$ cat config.mk
export PLATFORM = sky130hd
export DESIGN_NAME = smartcard_atr_framer_unit
export DESIGN_NICKNAME = d
export VERILOG_FILES = /design/src/design/scaf_pkg.sv /design/src/design/smartcard_atr_framer_unit.sv
export SDC_FILE = /design/constraint.sdc
export NUM_CORES = 1
export LEC_CHECK = 0
export BUFFER_PORTS_ARGS = -buffer_cell sky130_fd_sc_hd__buf_4
export CORE_MARGIN = 5
export CORE_UTILIZATION = 40
export DETAILED_ROUTE_END_ITERATION = 7
export GPL_TIMING_DRIVEN = 1
export PLACE_DENSITY_LB_ADDON = 0.05
export SYNTH_ARGS = -nofsm -noshare
export SYNTH_HDL_FRONTEND = slang
export SYNTH_SLANG_ARGS = --single-unit
$ cat constraint.sdc
create_clock -name i_clk -period 2.3 [get_ports i_clk]
set_input_delay 0.23 -clock i_clk [delete_from_list [all_inputs] [get_ports i_clk]]
set_output_delay 0.23 -clock i_clk [all_outputs]
set_load 0.01 [all_outputs]
$ cat src/design/scaf_pkg.sv
// shared types, codes and constants of the smartcard atr framer
// no dependencies; used by the top level and the checker
`timescale 1ns / 1ps

package scaf_pkg;

    localparam int RECEIVE_LIMIT_DEF = 96;
    localparam int CNT_W             = 7;

    localparam logic [7:0] TS_DIRECT  = 8'h3B;
    localparam logic [7:0] TS_INVERSE = 8'h3F;

    // phase codes as shown on the result beat
    localparam logic [1:0] PHASE_HUNT  = 2'd0;
    localparam logic [1:0] PHASE_RECV  = 2'd1;
    localparam logic [1:0] PHASE_DONE  = 2'd2;
    localparam logic [1:0] PHASE_LIMIT = 2'd3;

    typedef enum logic [3:0] {
        PH_HUNT  = 4'b0001,
        PH_RECV  = 4'b0010,
        PH_DONE  = 4'b0100,
        PH_LIMIT = 4'b1000
    } t_phase;

    typedef enum logic [3:0] {
        ST_T0    = 4'b0001,
        ST_IFACE = 4'b0010,
        ST_HIST  = 4'b0100,
        ST_TCK   = 4'b1000
    } t_stage;

    typedef struct packed {
        logic       mode;
        logic [7:0] rx_byte;
    } t_in_item;

    typedef struct packed {
        logic             in_atr;
        logic [CNT_W-1:0] atr_index;
        logic [1:0]       phase;
        logic             tck_expected;
    } t_out_item;

    function automatic logic [1:0] phase_code(input t_phase ph);
        logic [1:0] code;
        unique case (ph)
            PH_HUNT:  code = PHASE_HUNT;
            PH_RECV:  code = PHASE_RECV;
            PH_DONE:  code = PHASE_DONE;
            PH_LIMIT: code = PHASE_LIMIT;
            default:  code = PHASE_HUNT;
        endcase
        return code;
    endfunction

endpackage

$ cat src/design/smartcard_atr_framer_unit.sv
// top level of the smartcard answer-to-reset framer
// depends on scaf_pkg for beat types, phase codes and constants
`timescale 1ns / 1ps

// usage
//   input channel: i_in_valid / o_in_ready / i_in_data, one beat per byte
//   received from the card, or a restart beat (mode = 1) that clears the
//   whole framing state at the start of a new reset attempt
//   output channel: o_out_valid / i_out_ready / o_out_data, exactly one
//   result beat for each input beat, in order
// latency and throughput
//   a result is registered in the cycle after its input beat is taken; one beat per
//   cycle is sustained while results are taken, set by the single per-byte state
//   update that sits between the framing state registers and the result register
// reset
//   i_rst_n low (synchronous) puts the framer in ts hunting with all counts
//   at zero and empties the result register
// stall
//   while a result waits, the next beat is still taken if the receiver
//   takes the waiting one in the same cycle; otherwise o_in_ready drops
//   and the state holds until the result register frees up
// limit
//   every byte since the restart counts toward RECEIVE_LIMIT; reaching it
//   before the atr is complete freezes the framer in the limit phase

module smartcard_atr_framer_unit #(
    parameter int RECEIVE_LIMIT = scaf_pkg::RECEIVE_LIMIT_DEF
) (
    input  logic                i_clk,
    input  logic                i_rst_n,
    input  logic                i_in_valid,
    output logic                o_in_ready,
    input  scaf_pkg::t_in_item  i_in_data,
    output logic                o_out_valid,
    input  logic                i_out_ready,
    output scaf_pkg::t_out_item o_out_data
);

    localparam int CW = scaf_pkg::CNT_W;

    // framing state
    scaf_pkg::t_phase r_phase, n_phase;
    scaf_pkg::t_stage r_stage, n_stage;
    logic [CW-1:0]    r_count, n_count;
    logic [CW-1:0]    r_len, n_len;
    logic [3:0]       r_pend, n_pend;
    logic [3:0]       r_hist, n_hist;
    logic             r_chk, n_chk;

    // result register
    logic                r_out_valid;
    scaf_pkg::t_out_item r_out_data;
    scaf_pkg::t_out_item n_out_data;

    logic       in_fire;
    logic [7:0] b;
    logic       taken;
    logic [CW-1:0] index;
    // field values right after the byte is folded in, before stage choice
    logic [3:0] f_pend;
    logic [3:0] f_hist;
    logic       f_chk;
    logic       do_advance;

    // the result register frees when empty or when its beat leaves now
    assign o_in_ready = !r_out_valid || i_out_ready;
    assign in_fire    = i_in_valid && o_in_ready;
    assign b          = i_in_data.rx_byte;

    always_comb begin
        n_phase    = r_phase;
        n_stage    = r_stage;
        n_count    = r_count;
        n_len      = r_len;
        n_pend     = r_pend;
        n_hist     = r_hist;
        n_chk      = r_chk;
        taken      = 1'b0;
        index      = '0;
        f_pend     = r_pend;
        f_hist     = r_hist;
        f_chk      = r_chk;
        do_advance = 1'b0;

        if (i_in_data.mode) begin
            // restart attempt: everything back to hunting
            n_phase = scaf_pkg::PH_HUNT;
            n_stage = scaf_pkg::ST_T0;
            n_count = '0;
            n_len   = '0;
            n_pend  = '0;
            n_hist  = '0;
            n_chk   = 1'b0;
        end else if (r_phase == scaf_pkg::PH_HUNT || r_phase == scaf_pkg::PH_RECV) begin
            n_count = r_count + 1'b1;
            if (r_phase == scaf_pkg::PH_HUNT) begin
                if (b == scaf_pkg::TS_DIRECT || b == scaf_pkg::TS_INVERSE) begin
                    taken   = 1'b1;
                    n_len   = CW'(1);
                    n_stage = scaf_pkg::ST_T0;
                    n_phase = scaf_pkg::PH_RECV;
                end
            end else begin
                taken = 1'b1;
                index = r_len;
                n_len = r_len + 1'b1;
                unique case (r_stage)
                    scaf_pkg::ST_T0: begin
                        // indicator nibble and historical count
                        f_pend     = b[7:4];
                        f_hist     = b[3:0];
                        do_advance = 1'b1;
                    end
                    scaf_pkg::ST_IFACE: begin
                        // ta, tb, tc in that order; otherwise this is td
                        priority if (r_pend[0]) begin
                            f_pend = r_pend & 4'b1110;
                        end else if (r_pend[1]) begin
                            f_pend = r_pend & 4'b1101;
                        end else if (r_pend[2]) begin
                            f_pend = r_pend & 4'b1011;
                        end else begin
                            f_pend = b[7:4];
                            if (b[3:0] != 4'h0) begin
                                f_chk = 1'b1;
                            end
                        end
                        do_advance = 1'b1;
                    end
                    scaf_pkg::ST_HIST: begin
                        if (r_hist != 4'h0) begin
                            f_hist = r_hist - 1'b1;
                        end
                        if (f_hist == 4'h0) begin
                            if (r_chk) begin
                                n_stage = scaf_pkg::ST_TCK;
                            end else begin
                                n_phase = scaf_pkg::PH_DONE;
                            end
                        end
                    end
                    scaf_pkg::ST_TCK: begin
                        n_phase = scaf_pkg::PH_DONE;
                    end
                    default: begin
                        n_phase = scaf_pkg::PH_DONE;
                    end
                endcase
                n_pend = f_pend;
                n_hist = f_hist;
                n_chk  = f_chk;
                if (do_advance) begin
                    priority if (f_pend != 4'h0) begin
                        n_stage = scaf_pkg::ST_IFACE;
                    end else if (f_hist != 4'h0) begin
                        n_stage = scaf_pkg::ST_HIST;
                    end else if (f_chk) begin
                        n_stage = scaf_pkg::ST_TCK;
                    end else begin
                        n_phase = scaf_pkg::PH_DONE;
                    end
                end
            end
            // completion on the last allowed byte wins over the limit
            if (n_phase != scaf_pkg::PH_DONE && n_count >= CW'(RECEIVE_LIMIT)) begin
                n_phase = scaf_pkg::PH_LIMIT;
            end
        end

        n_out_data.in_atr       = taken;
        n_out_data.atr_index    = index;
        n_out_data.phase        = scaf_pkg::phase_code(n_phase);
        n_out_data.tck_expected = n_chk;
    end

    always_ff @(posedge i_clk) begin
        if (!i_rst_n) begin
            r_phase     <= scaf_pkg::PH_HUNT;
            r_stage     <= scaf_pkg::ST_T0;
            r_count     <= '0;
            r_len       <= '0;
            r_pend      <= '0;
            r_hist      <= '0;
            r_chk       <= 1'b0;
            r_out_valid <= 1'b0;
        end else begin
            if (in_fire) begin
                r_phase <= n_phase;
                r_stage <= n_stage;
                r_count <= n_count;
                r_len   <= n_len;
                r_pend  <= n_pend;
                r_hist  <= n_hist;
                r_chk   <= n_chk;
            end
            if (in_fire) begin
                r_out_valid <= 1'b1;
            end else if (i_out_ready) begin
                r_out_valid <= 1'b0;
            end
        end
    end

    // payload needs no reset
    always_ff @(posedge i_clk) begin
        if (in_fire) begin
            r_out_data <= n_out_data;
        end
    end

    assign o_out_valid = r_out_valid;
    assign o_out_data  = r_out_data;

endmodule

## Word-level counts from Yosys, hierarchy flattened

Cells that the tools add are included.

| storage, ports and cells | value |
|---|---|
| input port bits | 13 |
| bits in registers | 43 |
| logic and storage cells | 122 |
| output and inout port bits | 13 |

| cells by class | value |
|---|---|
| multiplexer cells | 73 |
| $lt $le $gt $ge | 1 |
| $add $sub $neg | 3 |
| reduce and logical (&&, ||, !) cells | 19 |
| equal/unequal tests | 13 |
| bitwise operators | 1 |

Operators by type and width:

| operator | count |
|---|---|
| two-way mux 4 bit | 44 |
| two-way mux 7 bit | 6 |
| case mux 4 bit (2 select lines) | 3 |
| two-way mux 1 bit | 19 |
| equality test 8 x 6 -> 1 bit, second input constant | 2 |
| nonzero test 4 bit | 4 |
| adder 7 x 1 -> 7 bit, second input constant | 2 |
| equality test 4 x 2 -> 1 bit, second input constant | 3 |
| equality test 4 x 1 -> 1 bit, second input constant | 2 |
| equality test 4 x 3 -> 1 bit, second input constant | 2 |
| >= comparator 7 bit, second input constant | 1 |
| case mux 2 bit (3 select lines) | 1 |
| AND reduction 3 bit | 2 |
| equality test 4 bit, second input constant | 1 |
| zero test 4 bit | 1 |
| != test 4 x 3 -> 1 bit, second input constant | 1 |
| nonzero test 2 bit | 2 |
| OR reduction 2 bit | 2 |
| subtractor 4 x 1 -> 4 bit, second input constant | 1 |
| logical OR 1 bit | 3 |
| != test 3 x 2 -> 1 bit, second input constant | 1 |
| OR reduction 3 bit | 1 |
| logical AND 1 bit | 2 |
| != test 2 bit, second input constant | 1 |
| other kinds (3) | 3 |

## Longest topological paths before layout

Gate-level depths: netlist of run 1.

| logic depth | value |
|---|---|
| depth after elaboration | 24 |
| gate-level depth with buffers | 10 |
| gate-level depth less buffers | 10 |

## Worst setup path before layout of run 1

OpenSTA, ideal clock, no wires.

| timing | value |
|---|---|
| kind | register to register |
| start | register r_hist[0] |
| end | register r_out_data, in the netlist o_out_data[1], data pin |
| path buffers | 0 |
| stages on the path, launching flop included | 11 |
| setup time | 259 ps |
| arrival time | 2169 ps |
| path slack | -128 ps |
| cell sequence | dfxtp_1 -> inv_1 -> ha_1 -> or4bb_1 -> a31oi_4 -> nor2_1 -> nor2_2 -> a31oi_4 -> a31oi_2 -> nand3b_1 -> mux2i_1 |

RTL lines:

| element | RTL line | source |
|---|---|---|
| start: declaration | smartcard_atr_framer_unit.sv:47 | `logic [3:0] r_hist, n_hist;` |
| start signal: assignment | smartcard_atr_framer_unit.sv:193 | `r_hist <= n_hist;` |
| end signal: assignment | smartcard_atr_framer_unit.sv:207 | `r_out_data <= n_out_data;` |
| end: declaration | smartcard_atr_framer_unit.sv:52 | `scaf_pkg::t_out_item r_out_data;` |

==> results of run 1 <==
## per-layer routing
metal | vias to the layer above | share of wire, %
met1 | 1113 | 47
li1 | 1222 | -
met2 | 51 | 47
met3 | 11 | 4.0
met4 | 0 | 1.5
met5 | - | 0
## synthesized netlist by cell type, drive strengths merged, types with 2 or more instances
library cell | count | area share [%]
dfxtp | 32 | 24
o21ai | 28 | 5.7
nand2 | 26 | 3.6
nor2 | 26 | 4.1
a21oi | 18 | 3.5
and2 | 14 | 3.3
a21boi | 13 | 3.6
edfxtp | 11 | 12
nand3 | 11 | 2.1
inv | 9 | 1.3
buf | 8 | 2.5
nor3 | 8 | 1.9
xor2 | 8 | 2.6
nor2b | 7 | 1.6
clkbuf | 6 | 0.84
nand4 | 6 | 1.4
and3 | 5 | 1.2
a31oi | 4 | 2.3
ha | 4 | 1.9
nand3b | 4 | 1.3
nor4b | 4 | 2.4
a2bb2oi | 3 | 0.98
nand2b | 3 | 0.70
nand4b | 3 | 0.98
nor3b | 3 | 1.2
o211ai | 3 | 0.84
a21o | 2 | 0.56
a22oi | 2 | 0.56
a32o | 2 | 0.75
and4 | 2 | 0.75
mux2i | 2 | 0.75
nor4 | 2 | 1.0
o31ai | 2 | 1.1
or3 | 2 | 0.47
or4b | 2 | 0.89
## state kept, by name, indices dropped and copies added, names as in the netlist
signal / cells
o_out_data: 11
r_count: 7
r_len: 7
r_hist: 4
r_pend: 4
r_phase: 4
r_stage: 4
o_out_valid: 1
r_chk: 1
## per-stage QoR
step           std cells  setup WS [ns]
6_report             441       0.008659
5_1_grt              441        -0.1017
4_1_cts              440       0.006455
3_5_place_dp         431       -0.05770
3_3_place_gp         431       -0.02034
2_1_floorplan        300       -0.02513
## repair_timing
action / 4_1_cts / 5_1_grt
buffers inserted: 1 / 1
endpoints found under the setup margin: 1 / 5
pin swaps: 4 / 1
gates resized for setup: 2 / 10
## critical path, cell delays in order (launching register included)
cell and delay, ns:
dfxtp_4 0.37, inv_4 0.04, ha_4 0.25, or4bb_4 0.46, a31oi_4 0.18, nor2_2 0.08
nor2_4 0.14, and4_4 0.27, nor2_4 0.05, a21oi_2 0.14, mux2i_1 0.19
## layout make-up
class | count | area share [%]
timing repair buffer | 70 | 15.69
clock inverter | 3 | 0.7418
inverter | 9 | 1.076
clock buffer | 5 | 2.040
sequential | 43 | 28.93
tap | 77 | 2.856
multi-input combinational | 234 | 48.66
## path summary, 6_finish.rpt
| kind | to | slack [ns] | depth (start not counted) |
|---|---|---|---|
| worst min-delay path | o_out_valid | 0.19 | 3 |
| worst max register to register | o_out_data[1] | 0.009 | 10 |
| worst min register to register | r_len[5] | 0.49 | 1 |
| worst max-delay path | o_out_data[1] | 0.009 | 10 |
## power breakdown
group	switching [uW]	leakage [uW]	internal, uW
clock network	301	0.0000443	218
registers	18.6	0.000371	795
logic	215	0.000884	193
## kinds of logic (layout without fill, tap and decap cells)
group	Yosys count	count (layout)	synth area share, %
simple gates	132	132	30.11
compound gates	88	88	23.75
flops	43	43	36.28
buf+inv	23	87	4.628
xor+xnor	8	8	2.618
fa+ha+maj	4	4	1.870
mux	2	2	0.7480
==> metrics.txt, run 1 <==
unrepaired setup endpoints after global routing=yes; register area=975.9 um2; GR met3 Demand/Resource=2.782%; Post-Syn Nets=317; chip width=91.80 um; hold wc startpoint=i_in_valid; Synth async-reset ratio=0%; cts bufs inserted=5; CTS tree=done; Initial Util=41.67%; global route overflow=0; data arrival time of the critical path=2.46 ns; leak pwr=0.001299 uW; max-slew violations=0; Area after DPL=3217 um2; Main synth FF type=dfxtp_1; clk sinks=43; status=finished, final reports clean; Final Hold Slack=0.1895 ns; crit path launch=r_hist[0]; routing usage on met1=21.66%; max_slew headroom=63.54%; final setup fails=0; WL per Instance=15.16 um; clk_lat worst skew=0.31 ns; sequential share of the synthesized area=36.28%; Worst setup EP type=flip-flop; Final period util=99.62%; type of the tightest min-delay check=in2reg; MaxCap Viol Count=0; Final Wtd Congestion=0.8229; design area=3373 um2; largest net degree at the start of global routing=26; worst-path fanout max=4; reg2reg start=r_hist[0]; synthesized area=2676 um2; port bufs=25; Top-Level Pins=26; Antenna Cells=0; Synth Instances=300; global-route wire length before repair=11.04 mm; clk root buf=clkbuf_8; Fillers=616; Setup CP Type=reg2reg; Layout Skew=0.008016 ns; row count=29; Die Y=91.80 um; Vias/cell=5.435; DRT iter0 DRCs=101; GRT Total Usage=16.01%; Worst EP required=2.47 ns; final WL=6.685 mm; Syn Area/Cell=8.921 um2; initial antenna violation count=0; area grow syn2layout=26.04%; Pwr Total=1740 uW; DP HPWL=4.900 mm; DR vias=2397; vias in the first global route=2241; die area=8426 um2; number of routed nets with antenna violations=0; DR DRC count=0; warnings from Yosys=0; Core Box Area=6422 um2; commonest non-fill, non-tap cell in the layout=buf_4; EDFF count, synth=11; PwrDens=515.9 nW/um2; Fmax=0.4364 GHz; DR pass1 iterations=5; Top Usage Layer GRT=met2; crit start category=flip-flop; final core occ=52.52%; CTS clk-pin slew, worst paths=0.09 ns; number of hold buffers added after CTS=0; commonest cells after routing, fill and taps aside=69 x buf_4, 30 x dfxtp_1, 26 x nand2_1; clock tree buffer depth=2; worst-margin pin slew=0.5393 ns; peak supply drop=0.0002161 V; fraction of layout cells with a size suffix above 1=31.59%; Nets=380; H-tree lvl count=2; number of synthesized register bits=43; met2 Usage GRT=26.29%; final hold violations=0; Total Neg Setup Slack=0 ns; Yosys cell types=68; min Tclk post-route=2.291 ns; area of the multi-input gates=1642 um2
No activity file was read; power rests on OpenSTA's default activity.
==> run 2: changes to the inputs <==
--- a/config.mk
+++ b/config.mk
@@ -7,7 +7,7 @@
 export LEC_CHECK = 0
 export BUFFER_PORTS_ARGS = -buffer_cell sky130_fd_sc_hd__buf_4
 export CORE_MARGIN = 5
-export CORE_UTILIZATION = 40
+export CORE_UTILIZATION = 45
 export DETAILED_ROUTE_END_ITERATION = 7
 export GPL_TIMING_DRIVEN = 1
 export PLACE_DENSITY_LB_ADDON = 0.05
==> constraint.sdc (replaced) <==
create_clock -name i_clk -period 2.4 [get_ports i_clk]
set_input_delay 0.24 -clock i_clk [delete_from_list [all_inputs] [get_ports i_clk]]
set_output_delay 0.24 -clock i_clk [all_outputs]
set_load 0.01 [all_outputs]
==> metrics.txt, run 2 (synthesized netlist as in run 1, its figures left out) <==
Int Pwr=1159 uW (-3.8%); CP max stage cell=or4bb_4; DR pass1 iterations=4 (-1); area grow syn2layout=24.59%; MaxCap Viol Count=0 (unchanged); status=finished, final reports clean; die area=7590 um2 (-9.9%); Crit path max-delay family=simple AND/OR/NAND/NOR gates; final setup fails=0 (unchanged); Vias/cell=5.452 (+0.31%); Total Neg Setup Slack=0 ns (unchanged); crit path launch=r_hist[1]; DRT iter0 DRCs=70 (-31%); peak supply drop=0.0002378 V (+10%); PwrDens=502.1 nW/um2 (-2.7%); Pwr Total=1674 uW (-3.8%); Die Y=87.12 um (-5.1%); data arrival time of the critical path=2.49 ns (+0.03 ns); GR met3 Demand/Resource=3.500% (+0.72 points); clock tree buffer depth=2 (unchanged); Core Box Area=5851 um2 (-8.9%); Final period util=97.51% (-2.1 points); Fillers=559 (-9.3%); Antenna Cells=0 (unchanged); type of the tightest min-delay check=in2reg; H-tree lvl count=2 (unchanged); Critical Path Max Stage Delay=0.46 ns (about the same); WL per Instance=15.26 um (+0.64%); GRT Total Usage=17.62% (+1.6 points); R2R Setup Slk=0.06 ns (+0.05 ns); max reg flops=11 (unchanged); cts bufs inserted=5 (unchanged); Top Usage Layer GRT=met2; DR vias=2339 (-2.4%); initial antenna violation count=0 (unchanged); Sw Pwr=514.8 uW (-3.8%); combinational share of power=23.4% (about the same); worst reg2reg endpoint=o_out_data[1]; port bufs=25 (unchanged); worst-margin pin slew=0.4694 ns (-0.06993 ns); largest net degree at the start of global routing=26 (unchanged); clk_lat worst skew=0.30 ns (about the same); max-slew violations=0 (unchanged); reg2reg path depth=10 (unchanged); leak pwr=0.001253 uW (-3.6%); Setup CP Type=reg2reg; fraction of layout cells with a size suffix above 1=31.36% (-0.24 points); clock power share=29.6% (-0.2 points); max_slew headroom=68.27% (+4.7 points); vias in the first global route=2217 (-1.1%); routing usage on met1=23.84% (+2.2 points); commonest cells after routing, fill and taps aside=58 x buf_4, 28 x dfxtp_1, 26 x nand2_1; min Tclk post-route=2.340 ns (+0.04891 ns); CP endpoint=o_out_data[1]; DP HPWL=4.766 mm (-2.7%); switching portion of total power=30.75% (about the same); crit-path cells=inv_2 > ha_4 > or4bb_4 > a31oi_4 > nor2_2 > nor2_4 > and4_4 > nor2_4 > a21oi_2 > mux2i_1; clk sinks=43 (unchanged); worst setup margin=0.05975 ns (+0.05109 ns); Initial Util=45.74% (+4.1 points); design area=3334 um2 (-1.1%); Area after DPL=3102 um2 (-3.6%); commonest non-fill, non-tap cell in the layout=buf_4; CP Depth=10 (unchanged); final hold violations=0 (unchanged); Worst setup EP type=flip-flop; global route overflow=0 (unchanged); Seq pwr share=47.0% (+0.3 points); most common cell type on the critical path=nor2_4; clk root buf=clkbuf_8; Final Hold Slack=0.1926 ns (+0.003038 ns); global-route wire length before repair=10.63 mm (-3.7%); Layout Skew=0.003541 ns (-0.004476 ns); crit start category=flip-flop; worst-path fanout max=4 (unchanged); row count=28 (-3.4%); Worst EP required=2.55 ns (+0.08 ns); CTS tree=done; reg2reg start=r_hist[1]; number of routed nets with antenna violations=0 (unchanged); Bufs and invs on worst path=1 (unchanged); DP Worst Slack=0.02834 ns (+0.08604 ns); Fmax=0.4273 GHz (-2.1%); Final Wtd Congestion=0.9214 (+12%); Top-Level Pins=26 (unchanged); chip width=87.12 um (-5.1%); unrepaired setup endpoints after global routing=yes; final WL=6.545 mm (-2.1%); met2 Usage GRT=28.50% (+2.2 points); DR DRC count=0 (unchanged); CTS clk-pin slew, worst paths=0.09 ns (about the same); Nets=370 (-2.6%)
## run 2: cell types whose count changed in the layout (fill, tap and decap cells not counted), moves of 2 or more
cell      previous run  this run
buf_4               69        58
clkinv_4             2         0
dfxtp_1             30        28
dfxtp_2              1         4
nor3b_2              2         0
nor3b_4              0         2
## run 2: worst min-delay path by stage
stage                     startpoint  depth (start not counted)     endpoint  slack, ns
after floorplan           i_in_valid                          2  o_out_valid       0.38
after global placement      r_len[5]                          1     r_len[5]       0.47
after detailed placement    r_len[5]                          1     r_len[5]       0.47
after CTS                 i_in_valid                          3  o_out_valid       0.18
after global routing      i_in_valid                          3  o_out_valid       0.20
final                     i_in_valid                          3  o_out_valid       0.19
## run 2: worst register-to-register path, delay by kind of cell (launching register included)
kind / cells / cell delay, ns
multiplexers: 1 / 0.20
flip-flops: 1 / 0.34
adder cells (fa/ha/maj): 1 / 0.27
AND/OR/NAND/NOR: 5 / 0.96
buffers and inverters: 1 / 0.05
AO/OA/AOI/OAI: 2 / 0.36
## run 2: routing by layer
metal	share of wire [%]	vias to the layer above
li1	-	1200
met2	48	34
met5	0	-
met1	48	1100
met4	0.83	0
met3	3.0	5
## run 2: per-stage QoR
step | util, % | std cells
floorplan | - | 300
global placement | 53.02 | 417
detailed placement | 53.02 | 417
CTS | 54.60 | 425
global route | 56.99 | 429
finish | 56.99 | 429
## run 2: repair_timing
item | CTS | global route
hold buffers | 0 | 0
pin swaps | 1 | 8
setup endpoints to repair | 1 | 4
gates resized for setup | 0 | 25
buffers inserted | 0 | 4
## run 2: layout make-up
| type | count | area [um2] | area share [%] |
|---|---|---|---|
| Clock inverter | 3 | 23.77 | 0.7129 |
| Sequential cell | 43 | 975.9 | 29.27 |
| Timing Repair Buffer | 60 | 457.9 | 13.73 |
| Clock buffer | 5 | 68.82 | 2.064 |
| Inverter | 9 | 33.78 | 1.013 |
| Tap cell | 75 | 93.84 | 2.814 |
| Multi-Input combinational cell | 234 | 1680 | 50.39 |
## run 2: power by group through the flow
stage	sequential, uW	combinational [uW]	clock [uW]
3_5_place_dp	801	359	0
5_1_grt	791	425	535
2_1_floorplan	797	227	0
4_1_cts	784	361	505
3_3_place_gp	801	359	0
6_report	787	393	495
==> run 3: changes to the inputs <==
--- a/config.mk
+++ b/config.mk
@@ -6,8 +6,11 @@
 export NUM_CORES = 1
 export LEC_CHECK = 0
 export BUFFER_PORTS_ARGS = -buffer_cell sky130_fd_sc_hd__buf_4
+export CELL_PAD_IN_SITES_DETAIL_PLACEMENT = 0
+export CELL_PAD_IN_SITES_GLOBAL_PLACEMENT = 1
 export CORE_MARGIN = 5
 export CORE_UTILIZATION = 45
+export CTS_BUF_LIST = sky130_fd_sc_hd__clkbuf_16
 export DETAILED_ROUTE_END_ITERATION = 7
 export GPL_TIMING_DRIVEN = 1
 export PLACE_DENSITY_LB_ADDON = 0.05
==> constraint.sdc (replaced) <==
create_clock -name i_clk -period 2.35 [get_ports i_clk]
set_input_delay 0.235 -clock i_clk [delete_from_list [all_inputs] [get_ports i_clk]]
set_output_delay 0.235 -clock i_clk [all_outputs]
set_load 0.01 [all_outputs]
==> metrics.txt, run 3 (synthesized netlist as in run 1, its figures left out) <==
type of the tightest min-delay check=in2reg; commonest cells after routing, fill and taps aside=64 x buf_4, 28 x dfxtp_1, 26 x nand2_1; reg2reg path depth=11 (+1); clk sinks=43 (unchanged); worst-path fanout max=4 (unchanged); global-route wire length before repair=10.76 mm (+1.2%); fraction of layout cells with a size suffix above 1=30.45% (-0.91 points); clk_lat worst skew=0.29 ns (about the same); worst reg2reg endpoint=o_out_data[1]; Top-Level Pins=26 (unchanged); worst-margin pin slew=0.4593 ns (-0.01002 ns); DRT iter0 DRCs=110 (+57%); Layout Skew=0.007495 ns (+0.003954 ns); initial antenna violation count=0 (unchanged); Core Box Area=5851 um2 (unchanged); clk root buf=clkbuf_16; DR DRC count=0 (unchanged); final WL=6.577 mm (+0.49%); final setup fails=1 (+1); Initial Util=45.74% (unchanged); Die Y=87.12 um (unchanged); area of the multi-input gates=1647 um2 (-2.0%); peak supply drop=0.0003982 V (+67%); Final period util=100.3% (+2.8 points); design area=3400 um2 (+2.0%); Nets=374 (+1.1%); WHS Path Cells=3 (unchanged); DP HPWL=4.862 mm (+2.0%); Fmax=0.4241 GHz (-0.75%); number of hold buffers added after CTS=0 (unchanged); reg2reg start=r_hist[1]; largest net degree at the start of global routing=26 (unchanged); Hold Crit Endpoint=o_out_valid; min Tclk post-route=2.358 ns (+0.01772 ns); Final Wtd Congestion=0.8460 (-8.2%); leak pwr=0.001312 uW (+4.7%); number of routed nets with antenna violations=0 (unchanged); DP Worst Slack=-0.02356 ns (-0.05191 ns); global route overflow=0 (unchanged); area grow syn2layout=27.02%; Setup CP Type=reg2reg; MaxCap Viol Count=0 (unchanged); Vias/cell=5.529 (+1.4%); die area=7590 um2 (unchanged); DR pass1 iterations=4 (unchanged); Area after DPL=3147 um2 (+1.5%); Fillers=537 (-3.9%); R2R Setup Slk=-0.008 ns (-0.07 ns); WL per Instance=15.19 um (-0.44%); failing checks=setup timing; port bufs=25 (unchanged); hold wc startpoint=i_in_valid; H-tree lvl count=2 (unchanged); cts bufs inserted=5 (unchanged); clock tree buffer depth=2 (unchanged); Worst EP required=2.39 ns (-0.16 ns); chip width=87.12 um (unchanged); CTS clk-pin slew, worst paths=0.06 ns (-0.03 ns); max reg flops=11 (unchanged); max-slew violations=0 (unchanged); row count=28 (unchanged); commonest non-fill, non-tap cell in the layout=buf_4; final hold violations=0 (unchanged); vias in the first global route=2228 (+0.50%); data arrival time of the critical path=2.40 ns (-0.09 ns); GRT Total Usage=18.22% (+0.60 points); Worst setup EP type=flip-flop; max_slew headroom=68.95% (+0.68 points); register area=975.9 um2 (unchanged); PwrDens=580.3 nW/um2 (+16%); CTS tree=done; unrepaired setup endpoints after global routing=yes; Final Hold Slack=0.2063 ns (+0.01373 ns); status=finished with violations; worst setup margin=-0.007977 ns (-0.06772 ns); Antenna Cells=0 (unchanged); crit start category=flip-flop; Pwr Total=1973 uW (+18%); DR vias=2394 (+2.4%)
[run 3: cell types whose count changed in the layout (fill, tap and decap cells not counted), sizes merged]
cell,delta
bufinv,+1
buf,+4
inv,-1
clkinv,+2
clkinvlp,-2
[run 3: cell type report]
cell class	instances	share of cell area [%]
Clock buffer	5	3.681
Clock inverter	3	1.288
Inverter	9	0.9937
Multi-Input combinational cell	234	48.44
Sequential cell	43	28.71
Tap cell	75	2.760
Timing Repair Buffer	64	14.13
[run 3: what timing repair did]
action,4_1_cts,5_1_grt
endpoints found under the setup margin,1,6
pin swaps,2,4
cloned,0,0
gates resized for setup,4,12
endpoints found under the hold margin,0,0
setup buffers,1,1
[run 3: worst max-delay path by stage]
stage / startpoint / end / slack [ns] / depth (start not counted)
2_1_floorplan: r_hist[1] / o_out_data[1] / 0.002 / 10
3_3_place_gp: r_hist[1] / o_out_data[1] / 0.05 / 10
3_5_place_dp: r_hist[1] / o_out_data[1] / -0.02 / 10
4_1_cts: r_stage[0] / o_out_data[1] / 0.005 / 8
5_1_grt: r_hist[0] / o_out_data[1] / -0.10 / 10
6_report: r_hist[1] / o_out_data[1] / -0.008 / 11
[run 3: metrics by stage]
| step | util (%) | TNS [ns] | instances |
|---|---|---|---|
| global placement | 53.79 | 0 | 423 |
| detailed placement | 53.79 | -0.02356 | 423 |
| finish | 58.11 | -0.007977 | 433 |
| CTS | 57.34 | 0 | 432 |
| global route | 58.11 | -0.1021 | 433 |
| floorplan | - | 0 | 300 |
[run 3: per-layer routing]
layer	wire length, um	GRT usage [%]	vias to the layer above	share of wire [%]
li1	-	-	1215	-
met1	3064	24.42	1119	47
met2	3130	29.54	51	48
met3	268	4.068	9	4.1
met4	113	5.021	0	1.7
met5	0	0	-	0
[run 3: power breakdown]
group,switching [uW],internal (uW),leakage [uW]
registers,23.3,781,0.000371
logic,202,172,0.000857
clock network,294,501,0.0000838
total,519,1450,0.00131
[run 3: worst max-delay path, stage by stage, from the launching register on]
cell	delay (ns)
dfxtp_2	0.33
inv_2	0.05
ha_4	0.27
or4bb_4	0.48
a31oi_4	0.21
buf_4	0.14
a2bb2oi_1	0.07
inv_2	0.11
a31oi_4	0.06
a31oi_4	0.19
nand3b_1	0.13
mux2i_1	0.07
